[src/sv/pie_pkg.sv]
package pie_pkg;

	localparam int unsigned OUT_WIDTH = 32;
	localparam int unsigned STATUS_WIDTH = 3;

	localparam logic [STATUS_WIDTH-1:0] ST_OK    = 3'd0;
	localparam logic [STATUS_WIDTH-1:0] ST_UNDER = 3'd1;
	localparam logic [STATUS_WIDTH-1:0] ST_DIVZ  = 3'd2;
	localparam logic [STATUS_WIDTH-1:0] ST_OVER  = 3'd3;
	localparam logic [STATUS_WIDTH-1:0] ST_EMPTY = 3'd4;

	localparam logic [7:0] CH_ZERO  = 8'h30;
	localparam logic [7:0] CH_NINE  = 8'h39;
	localparam logic [7:0] CH_PLUS  = 8'h2b;
	localparam logic [7:0] CH_MINUS = 8'h2d;
	localparam logic [7:0] CH_STAR  = 8'h2a;
	localparam logic [7:0] CH_SLASH = 8'h2f;
	localparam logic [7:0] CH_PCT   = 8'h25;

	typedef enum logic [2:0] {
		OP_NONE = 3'd0,
		OP_ADD  = 3'd1,
		OP_SUB  = 3'd2,
		OP_MUL  = 3'd3,
		OP_DIV  = 3'd4,
		OP_MOD  = 3'd5
	} op_t;

	typedef struct packed {
		logic [7:0] ch;
		logic       end_req;
	} char_t;

	typedef struct packed {
		logic signed [OUT_WIDTH-1:0]  value;
		logic [STATUS_WIDTH-1:0]      status;
	} res_t;

	typedef struct packed {
		logic                    num_start;
		logic                    num_neg;
		logic                    num_digit;
		logic                    push_num;
		logic                    read_ops;
		logic                    start_iter;
		logic                    iter_step;
		logic                    write_res;
		logic                    clear_stack;
		logic                    load_out;
		op_t                     op;
		logic [STATUS_WIDTH-1:0] out_status;
	} cmd_t;

	typedef struct packed {
		logic full;
		logic lt2;
		logic empty;
		logic b_zero;
		logic iter_done;
	} sts_t;

endpackage

[src/sv/pie_dp.sv]
module pie_dp #(
	parameter int unsigned STACK_DEPTH = 16,
	parameter int unsigned VALUE_WIDTH = 32
) (
	input  logic            clk,
	input  logic            arst_n,
	input  logic [7:0]      ch,
	input  pie_pkg::cmd_t   cmd,
	output pie_pkg::sts_t   sts,
	output pie_pkg::res_t   res_data
);

	localparam int unsigned W  = VALUE_WIDTH;
	localparam int unsigned AW = (STACK_DEPTH > 1) ? $clog2(STACK_DEPTH) : 1;
	localparam int unsigned CW = $clog2(STACK_DEPTH + 1);
	localparam int unsigned IW = $clog2(VALUE_WIDTH + 1);
	localparam int unsigned OW = pie_pkg::OUT_WIDTH;

	logic [W-1:0]  stack_mem [STACK_DEPTH];
	logic [CW-1:0] count_q;
	logic [CW-1:0] cnt_m1;
	logic [CW-1:0] cnt_m2;
	logic [W-1:0]  accum_q;
	logic          neg_q;
	logic [W-1:0]  a_q;
	logic [W-1:0]  b_q;
	logic [W-1:0]  acc_q;
	logic [W-1:0]  x_q;
	logic [W-1:0]  y_q;
	logic          na_q;
	logic          nb_q;
	logic [IW-1:0] it_cnt_q;
	logic [W-1:0]  digit;
	logic [W-1:0]  accum_next;
	logic [W-1:0]  push_val;
	logic [W-1:0]  mag_a;
	logic [W-1:0]  mag_b;
	logic [W:0]    rem_sh;
	logic [W:0]    trial;
	logic [W-1:0]  res_val;
	logic [OW-1:0] top_ext;
	logic signed [OW-1:0]           value_q;
	logic [pie_pkg::STATUS_WIDTH-1:0] status_q;

	assign cnt_m1 = count_q - CW'(1);
	assign cnt_m2 = count_q - CW'(2);

	assign digit      = {{(W-4){1'b0}}, ch[3:0]};
	assign accum_next = (accum_q << 3) + (accum_q << 1) + digit;
	assign push_val   = neg_q ? (W'(0) - accum_q) : accum_q;

	assign mag_a = a_q[W-1] ? (W'(0) - a_q) : a_q;
	assign mag_b = b_q[W-1] ? (W'(0) - b_q) : b_q;

	assign rem_sh = {acc_q, y_q[W-1]};
	assign trial  = rem_sh - {1'b0, x_q};

	always_comb begin
		case (cmd.op)
			pie_pkg::OP_ADD: res_val = a_q + b_q;
			pie_pkg::OP_SUB: res_val = a_q - b_q;
			pie_pkg::OP_MUL: res_val = acc_q;
			pie_pkg::OP_DIV: res_val = (na_q ^ nb_q) ? (W'(0) - y_q) : y_q;
			pie_pkg::OP_MOD: res_val = na_q ? (W'(0) - acc_q) : acc_q;
			default:         res_val = a_q;
		endcase
	end

	genvar gi;
	generate
		for (gi = 0; gi < OW; gi++) begin : g_ext
			if (gi < W) begin : g_in
				assign top_ext[gi] = b_q[gi];
			end else begin : g_sign
				assign top_ext[gi] = b_q[W-1];
			end
		end
	endgenerate

	always_ff @(posedge clk) begin
		if (cmd.push_num) begin
			stack_mem[count_q[AW-1:0]] <= push_val;
		end else if (cmd.write_res) begin
			stack_mem[cnt_m2[AW-1:0]] <= res_val;
		end
		if (cmd.read_ops) begin
			a_q <= stack_mem[cnt_m2[AW-1:0]];
			b_q <= stack_mem[cnt_m1[AW-1:0]];
		end
	end

	always_ff @(posedge clk or negedge arst_n) begin
		if (!arst_n) begin
			count_q  <= '0;
			it_cnt_q <= '0;
		end else begin
			if (cmd.clear_stack) begin
				count_q <= '0;
			end else if (cmd.push_num) begin
				count_q <= count_q + CW'(1);
			end else if (cmd.write_res) begin
				count_q <= cnt_m1;
			end
			if (cmd.start_iter) begin
				it_cnt_q <= IW'(VALUE_WIDTH);
			end else if (cmd.iter_step) begin
				it_cnt_q <= it_cnt_q - IW'(1);
			end
		end
	end

	always_ff @(posedge clk) begin
		if (cmd.num_start) begin
			accum_q <= digit;
			neg_q   <= cmd.num_neg;
		end else if (cmd.num_digit) begin
			accum_q <= accum_next;
		end
		if (cmd.start_iter) begin
			na_q  <= a_q[W-1];
			nb_q  <= b_q[W-1];
			acc_q <= '0;
			if (cmd.op == pie_pkg::OP_MUL) begin
				x_q <= a_q;
				y_q <= b_q;
			end else begin
				x_q <= mag_b;
				y_q <= mag_a;
			end
		end else if (cmd.iter_step) begin
			if (cmd.op == pie_pkg::OP_MUL) begin
				if (y_q[0]) begin
					acc_q <= acc_q + x_q;
				end
				x_q <= x_q << 1;
				y_q <= y_q >> 1;
			end else begin
				if (!trial[W]) begin
					acc_q <= trial[W-1:0];
					y_q   <= {y_q[W-2:0], 1'b1};
				end else begin
					acc_q <= rem_sh[W-1:0];
					y_q   <= {y_q[W-2:0], 1'b0};
				end
			end
		end
		if (cmd.load_out) begin
			status_q <= cmd.out_status;
			value_q  <= (cmd.out_status == pie_pkg::ST_OK) ? top_ext : '0;
		end
	end

	assign sts.full      = (count_q == CW'(STACK_DEPTH));
	assign sts.lt2       = (count_q < CW'(2));
	assign sts.empty     = (count_q == '0);
	assign sts.b_zero    = (b_q == '0);
	assign sts.iter_done = (it_cnt_q == '0);

	assign res_data.value  = value_q;
	assign res_data.status = status_q;

endmodule

[src/sv/pie_ctrl.sv]
module pie_ctrl (
	input  logic            clk,
	input  logic            arst_n,
	input  logic            char_valid,
	output logic            char_stall,
	input  pie_pkg::char_t  char_data,
	output logic            res_valid,
	input  logic            res_stall,
	output pie_pkg::cmd_t   cmd,
	input  pie_pkg::sts_t   sts
);

	typedef enum logic [6:0] {
		S_IDLE   = 7'b0000001,
		S_PUSH   = 7'b0000010,
		S_OPRD   = 7'b0000100,
		S_OPEX   = 7'b0001000,
		S_OPITER = 7'b0010000,
		S_EMRD   = 7'b0100000,
		S_EMIT   = 7'b1000000
	} state_t;

	state_t        state_q;
	state_t        state_d;
	pie_pkg::op_t  cur_op_q;
	pie_pkg::op_t  op2_q;
	pie_pkg::op_t  op_in;
	logic          end_q;
	logic          in_number_q;
	logic          pending_q;
	logic          res_valid_q;
	logic [pie_pkg::STATUS_WIDTH-1:0] err_q;
	logic [pie_pkg::STATUS_WIDTH-1:0] err_code;
	logic          err_set;
	logic          step_done;
	logic          accept;
	logic          is_digit;

	assign accept   = (state_q == S_IDLE) && char_valid;
	assign is_digit = !char_data.end_req && (char_data.ch >= pie_pkg::CH_ZERO) &&
		(char_data.ch <= pie_pkg::CH_NINE);

	always_comb begin
		op_in = pie_pkg::OP_NONE;
		if (!char_data.end_req) begin
			unique case (char_data.ch)
				pie_pkg::CH_PLUS:  op_in = pie_pkg::OP_ADD;
				pie_pkg::CH_STAR:  op_in = pie_pkg::OP_MUL;
				pie_pkg::CH_SLASH: op_in = pie_pkg::OP_DIV;
				pie_pkg::CH_PCT:   op_in = pie_pkg::OP_MOD;
				default:           op_in = pie_pkg::OP_NONE;
			endcase
		end
	end

	always_comb begin
		cmd            = '0;
		cmd.op         = cur_op_q;
		cmd.num_neg    = pending_q;
		cmd.out_status = (err_q != pie_pkg::ST_OK) ? err_q :
			(sts.empty ? pie_pkg::ST_EMPTY : pie_pkg::ST_OK);
		state_d   = state_q;
		step_done = 1'b0;
		err_set   = 1'b0;
		err_code  = pie_pkg::ST_OK;
		unique case (state_q)
			S_IDLE: begin
				if (char_valid) begin
					if (is_digit) begin
						cmd.num_start = !in_number_q;
						cmd.num_digit = in_number_q;
					end else if (in_number_q) begin
						state_d = S_PUSH;
					end else if (pending_q || (op_in != pie_pkg::OP_NONE)) begin
						state_d = S_OPRD;
					end else if (char_data.end_req) begin
						state_d = S_EMRD;
					end
				end
			end
			S_PUSH: begin
				if (!sts.full) begin
					cmd.push_num = 1'b1;
				end else begin
					err_set  = 1'b1;
					err_code = pie_pkg::ST_OVER;
				end
				step_done = 1'b1;
			end
			S_OPRD: begin
				if (sts.lt2) begin
					err_set   = 1'b1;
					err_code  = pie_pkg::ST_UNDER;
					step_done = 1'b1;
				end else begin
					cmd.read_ops = 1'b1;
					state_d      = S_OPEX;
				end
			end
			S_OPEX: begin
				if ((cur_op_q == pie_pkg::OP_ADD) || (cur_op_q == pie_pkg::OP_SUB)) begin
					cmd.write_res = 1'b1;
					step_done     = 1'b1;
				end else if ((cur_op_q != pie_pkg::OP_MUL) && sts.b_zero) begin
					err_set   = 1'b1;
					err_code  = pie_pkg::ST_DIVZ;
					step_done = 1'b1;
				end else begin
					cmd.start_iter = 1'b1;
					state_d        = S_OPITER;
				end
			end
			S_OPITER: begin
				if (sts.iter_done) begin
					cmd.write_res = 1'b1;
					step_done     = 1'b1;
				end else begin
					cmd.iter_step = 1'b1;
				end
			end
			S_EMRD: begin
				cmd.read_ops = 1'b1;
				state_d      = S_EMIT;
			end
			S_EMIT: begin
				if (!res_valid_q || !res_stall) begin
					cmd.load_out    = 1'b1;
					cmd.clear_stack = 1'b1;
					state_d         = S_IDLE;
				end
			end
			default: state_d = S_IDLE;
		endcase
		if (step_done) begin
			if (op2_q != pie_pkg::OP_NONE) begin
				state_d = S_OPRD;
			end else if (end_q) begin
				state_d = S_EMRD;
			end else begin
				state_d = S_IDLE;
			end
		end
	end

	always_ff @(posedge clk or negedge arst_n) begin
		if (!arst_n) begin
			state_q     <= S_IDLE;
			cur_op_q    <= pie_pkg::OP_NONE;
			op2_q       <= pie_pkg::OP_NONE;
			end_q       <= 1'b0;
			in_number_q <= 1'b0;
			pending_q   <= 1'b0;
			err_q       <= pie_pkg::ST_OK;
			res_valid_q <= 1'b0;
		end else begin
			state_q <= state_d;
			if (accept) begin
				end_q <= char_data.end_req;
				if (is_digit) begin
					in_number_q <= 1'b1;
					if (!in_number_q) begin
						pending_q <= 1'b0;
					end
				end else begin
					in_number_q <= 1'b0;
					pending_q   <= !char_data.end_req && (char_data.ch == pie_pkg::CH_MINUS);
					if (in_number_q) begin
						op2_q <= op_in;
					end else if (pending_q) begin
						cur_op_q <= pie_pkg::OP_SUB;
						op2_q    <= op_in;
					end else begin
						cur_op_q <= op_in;
						op2_q    <= pie_pkg::OP_NONE;
					end
				end
			end
			if (step_done && (op2_q != pie_pkg::OP_NONE)) begin
				cur_op_q <= op2_q;
				op2_q    <= pie_pkg::OP_NONE;
			end
			if (err_set && (err_q == pie_pkg::ST_OK)) begin
				err_q <= err_code;
			end
			if (cmd.load_out) begin
				err_q       <= pie_pkg::ST_OK;
				in_number_q <= 1'b0;
				pending_q   <= 1'b0;
				end_q       <= 1'b0;
				res_valid_q <= 1'b1;
			end else if (!res_stall) begin
				res_valid_q <= 1'b0;
			end
		end
	end

	assign char_stall = (state_q != S_IDLE);
	assign res_valid  = res_valid_q;

endmodule

[src/sv/postfix_integer_evaluator.sv]
// Postfix integer evaluator. Characters of a space-separated postfix expression
// enter on the char channel (char_valid, char_stall, char_data), one request each.
// A request with end_req set closes the expression; one result then leaves on the
// res channel (res_valid, res_stall, res_data) with the top of the stack and a status.
// Digits and ignored characters are taken in the idle state. A character that ends
// a number adds a push step, and an add or subtract adds a stack read step and an
// execute and write-back step. Multiply, divide and remainder run on a shared
// shift-and-add or restoring unit, one bit per cycle, before their write-back.
// An operator that ends a number or follows a pending subtraction runs both steps
// back to back. An end request, after any pending step, reads the stack and then
// registers its result on the output once the output holds no stalled result.
// The input is stalled while a character is being worked on; a result waiting on a
// stalled receiver does not block further characters, only the next end request.
// Reset empties the stack, clears the number in progress and the latched error,
// and leaves the output channel empty.
module postfix_integer_evaluator #(
	parameter int unsigned STACK_DEPTH = 16,
	parameter int unsigned VALUE_WIDTH = 32
) (
	input  logic            clk,
	input  logic            arst_n,
	input  logic            char_valid,
	output logic            char_stall,
	input  pie_pkg::char_t  char_data,
	output logic            res_valid,
	input  logic            res_stall,
	output pie_pkg::res_t   res_data
);

	pie_pkg::cmd_t cmd;
	pie_pkg::sts_t sts;

	pie_ctrl u_ctrl (
		.clk        (clk),
		.arst_n     (arst_n),
		.char_valid (char_valid),
		.char_stall (char_stall),
		.char_data  (char_data),
		.res_valid  (res_valid),
		.res_stall  (res_stall),
		.cmd        (cmd),
		.sts        (sts)
	);

	pie_dp #(
		.STACK_DEPTH (STACK_DEPTH),
		.VALUE_WIDTH (VALUE_WIDTH)
	) u_dp (
		.clk      (clk),
		.arst_n   (arst_n),
		.ch       (char_data.ch),
		.cmd      (cmd),
		.sts      (sts),
		.res_data (res_data)
	);

endmodule

[config.mk]
export PLATFORM = sky130hd
export DESIGN_NAME = postfix_integer_evaluator
export DESIGN_NICKNAME = d
export VERILOG_FILES = /design/src/sv/pie_pkg.sv /design/src/sv/pie_dp.sv /design/src/sv/pie_ctrl.sv /design/src/sv/postfix_integer_evaluator.sv
export SDC_FILE = /design/constraint.sdc
export NUM_CORES = 2
export LEC_CHECK = 0
export BUFFER_PORTS_ARGS = -buffer_cell sky130_fd_sc_hd__buf_2
export CORE_UTILIZATION = 60
export CTS_CLUSTER_DIAMETER = 80
export DETAILED_ROUTE_END_ITERATION = 10
export GPL_TIMING_DRIVEN = 0
export PLACE_DENSITY = 0.76
export SLEW_MARGIN = 40
export SYNTH_ARGS = -nofsm -noshare
export SYNTH_HDL_FRONTEND = slang
export SYNTH_SLANG_ARGS = --single-unit
[constraint.sdc]
create_clock -name clk -period 6.1 [get_ports clk]
set_clock_uncertainty 0.1 [all_clocks]
set_input_delay 0.305 -clock clk [delete_from_list [all_inputs] [get_ports clk]]
set_output_delay 0.305 -clock clk [all_outputs]
set_load 0.05 [all_outputs]
==> metrics.txt <==
outcome completed; Die X 280 um; dpl cell area between 40000 and 50000 sq um; M1 WL about 57 mm; Netlist Area Pre-Place between 40000 and 50000 sq um; nets 4130; switching pwr between 6 and 7 mW; setup TNS 0 ns; core region area 76100 sq um; Final min period 6.00 ns; syn_nets around 3900; Num CTS Buffers 83; first-pass GRT wire length about 240 mm; vias per inst ~7.4; Worst Tran Pin Value about 1 ns; TritonCTS clock tree yes; Max clock buf depth 3; gr ovfl total 0; Post-DP HPWL roughly 120 mm; initial antenna violation count 10; Critical Path RT 6.39 ns; Util after Layout 0.689; top-area cell type share of the netlist area 0.443; total length of routed met3 wires around 22 mm; power density over the cells 349 nW/um^2; top post-synthesis cells by area edfxtp_1, mux4_2, ha_1; Reg power frac 0.340; fin cells 5048; switching portion of total power 0.366; FF+latch count, synth about 770; I/O pins 50; Tot Pwr between 15 and 20 mW; metal2 WL about 76 mm; endpoints failing setup 0; Cells after Synth approximately 3700; R2R depth 18; H-tree depth 3; critical path type reg2reg; die area 78200 sq um; library cells used by synthesis 100; area leader, netlist edfxtp_1; Fin. Hold Viols 0; RR Endpoint u_dp.stack_mem[1][28]; peak supply drop 386 uV; crit share post-route 0.983; clock slew seen by the registers of the worst setup and hold paths around 0.07 ns; fin worst setup slack 0.101 ns; Rows between 100 and 150; reg-to-reg setup timing slack between 0.1 and 0.15 ns; hold_ws 0.0329 ns; Leak about 18 nW; pre-CTS setup slack -0.344 ns; gpl congestion around 1.1; Internal approximately 12 mW; drt first pass iters 6; Max Freq 0.167 GHz; DRT iter0 DRCs about 5900; GR Util All Layers 0.430; Clk Latency, worst-skew pair 0.67 ns; Post-synth EDFFs around 680; critical path peak fanout 12; Primary FF master, synth edfxtp_1; area delta synth->final 13.3%; Seq/Total Area, Yosys 0.485; RSZ-0062 raised after global routing false; relative slew slack 0.319; die height 280 um; yosys warns 0; worst hold path type in2async; Root Driver clkbuf_16; max_cap viols 0; CP Capture Type register; CP arrival 6.29 ns; layout cell share with drive strength beyond 1 0.190; ys async rst share 0.0389; Via Count around 37000; WL final roughly 170 mm; Clk pwr share 0.298; WL/cell 33.3 um; vias in the first global route between 30000 and 40000; Final Max Slew Viols 0; Initial Util 0.608; CTS sink cnt 772; Combinational Power Share 0.362; Critical R2R Launch u_ctrl.cur_op_q[0]; Design Area, Final roughly 52000 sq um; startpoint types register; largest net degree at the start of global routing 33; top layer in use met5; IO buf count 49; placed instance count roughly 4900; DRT antenna net count 0; # DRC 0; Avg Cell Area, Syn ~12 sq um
[power groups by stage]
stage / logic, mW / clock network, mW / registers (mW)
2_1_floorplan: 4.22 / 0 / 6.27
3_3_place_gp: 6.07 / 0 / 6.32
3_5_place_dp: 6.27 / 0 / 6.30
4_1_cts: 6.38 / 5.43 / 6.19
5_1_grt: 6.89 / 5.60 / 6.21
6_report: 6.63 / 5.45 / 6.21
[worst max-delay path: stages (launching register included)]
cell and delay (ns):
dfrtp_1 0.47, clkbuf_1 0.26, nor2_1 0.43, nand2_2 0.39, clkbuf_2 0.39, o21ai_0 0.41
fa_1 0.31, nor2b_1 0.06, o21ai_0 0.25, a21oi_1 0.15, o31a_1 0.40, a311oi_1 0.50
or3_1 0.26, o21ai_0 0.18, a31oi_1 0.31, mux2i_1 0.32, o211ai_1 0.14, buf_4 0.22
buf_2 0.18
[final cells by class]
class                      count  area (sq um)
fill                        5278         23700
multi-input combinational   2652         23100
sequential                   772         22400
clock buffer                  99          2210
timing repair buffer         117          1400
tap                         1030          1290
buffer                       231           968
clock inverter                53           672
inverter                      91           342
antenna                        3          7.51
[kinds of logic (layout without fill, tap and decap cells)]
kind of cell | Yosys count | count (layout) | synth area share
AO/OA/AOI/OAI | 946 | 946 | 0.133
XOR/XNOR | 264 | 264 | 0.0502
adder cells (fa/ha/maj) | 169 | 169 | 0.0465
buffers and inverters | 323 | 591 | 0.0268
flip-flops | 772 | 772 | 0.485
multiplexers | 347 | 347 | 0.162
other | 0 | 3 | 0
AND/OR/NAND/NOR | 926 | 926 | 0.0964
[registers in the layout (all words and copies together) (netlist names), 5 cells and up]
register,flops
u_dp.stack_mem,512
u_dp.x_q,32
u_ctrl.state_q,7
u_dp.acc_q,32
u_dp.y_q,32
u_dp.b_q,32
u_dp.it_cnt_q,6
u_dp.accum_q,32
u_dp.value_q,32
u_dp.a_q,32
u_dp.count_q,5
[placed cells by master, fill, tap and decap left out, types with 25 or more instances in the layout]
cell,n
mux4_2,320
buf_2,85
nor3_1,64
nand2_1,278
o21a_1,28
or3_1,25
a31oi_1,29
o31ai_1,85
a211oi_1,32
clkbuf_2,41
nor2_1,243
o211ai_1,52
and3_1,26
and2_1,47
clkbuf_1,152
inv_1,89
nor2b_1,30
o21ai_0,222
xnor2_1,106
clkbuf_16,86
dfxtp_1,60
ha_1,164
edfxtp_1,682
xor2_1,154
a21oi_1,226
dfrtp_1,29
nand2b_1,27
a21o_1,64
nand3_1,49
[timing repair]
item                       CTS  global route
gates resized for setup      2             4
setup endpoints to repair  100           111
cloned                       0             0
hold buffers                 9             0
hold endpoints to repair    40             0
pin swaps                    0             1
buffers inserted             0             2
[worst max-delay path by stage]
stage,start,endpoint,cells after the start
after floorplan,u_dp.count_q[1],u_dp.a_q[0],8
after global placement,u_dp.count_q[1],u_dp.b_q[21],8
after detailed placement,u_ctrl.cur_op_q[0],u_dp.stack_mem[5][26],17
after CTS,u_ctrl.cur_op_q[0],u_dp.stack_mem[3][30],17
after global routing,u_ctrl.cur_op_q[0],u_dp.stack_mem[9][22],17
final,u_ctrl.cur_op_q[0],u_dp.stack_mem[1][28],18
[routing by layer]
metal | up-vias | GRT usage
met4 | 6 | 0.297
met5 | - | 0
met3 | 853 | 0.111
met2 | 3277 | 0.669
li1 | 15100 | -
met1 | 17900 | 0.529
[synth_stat cells, types with 64 or more instances]
cell type and number:
a21o_1 64, a21oi_1 236, clkbuf_1 181, edfxtp_1 682, ha_1 164, inv_1 89, mux4_2 320, nand2_1 280
nor2_1 262, nor3_1 67, o21ai_0 227, o31ai_1 85, xnor2_1 108, xor2_1 155
No activity file was read; power rests on OpenSTA's default activity.
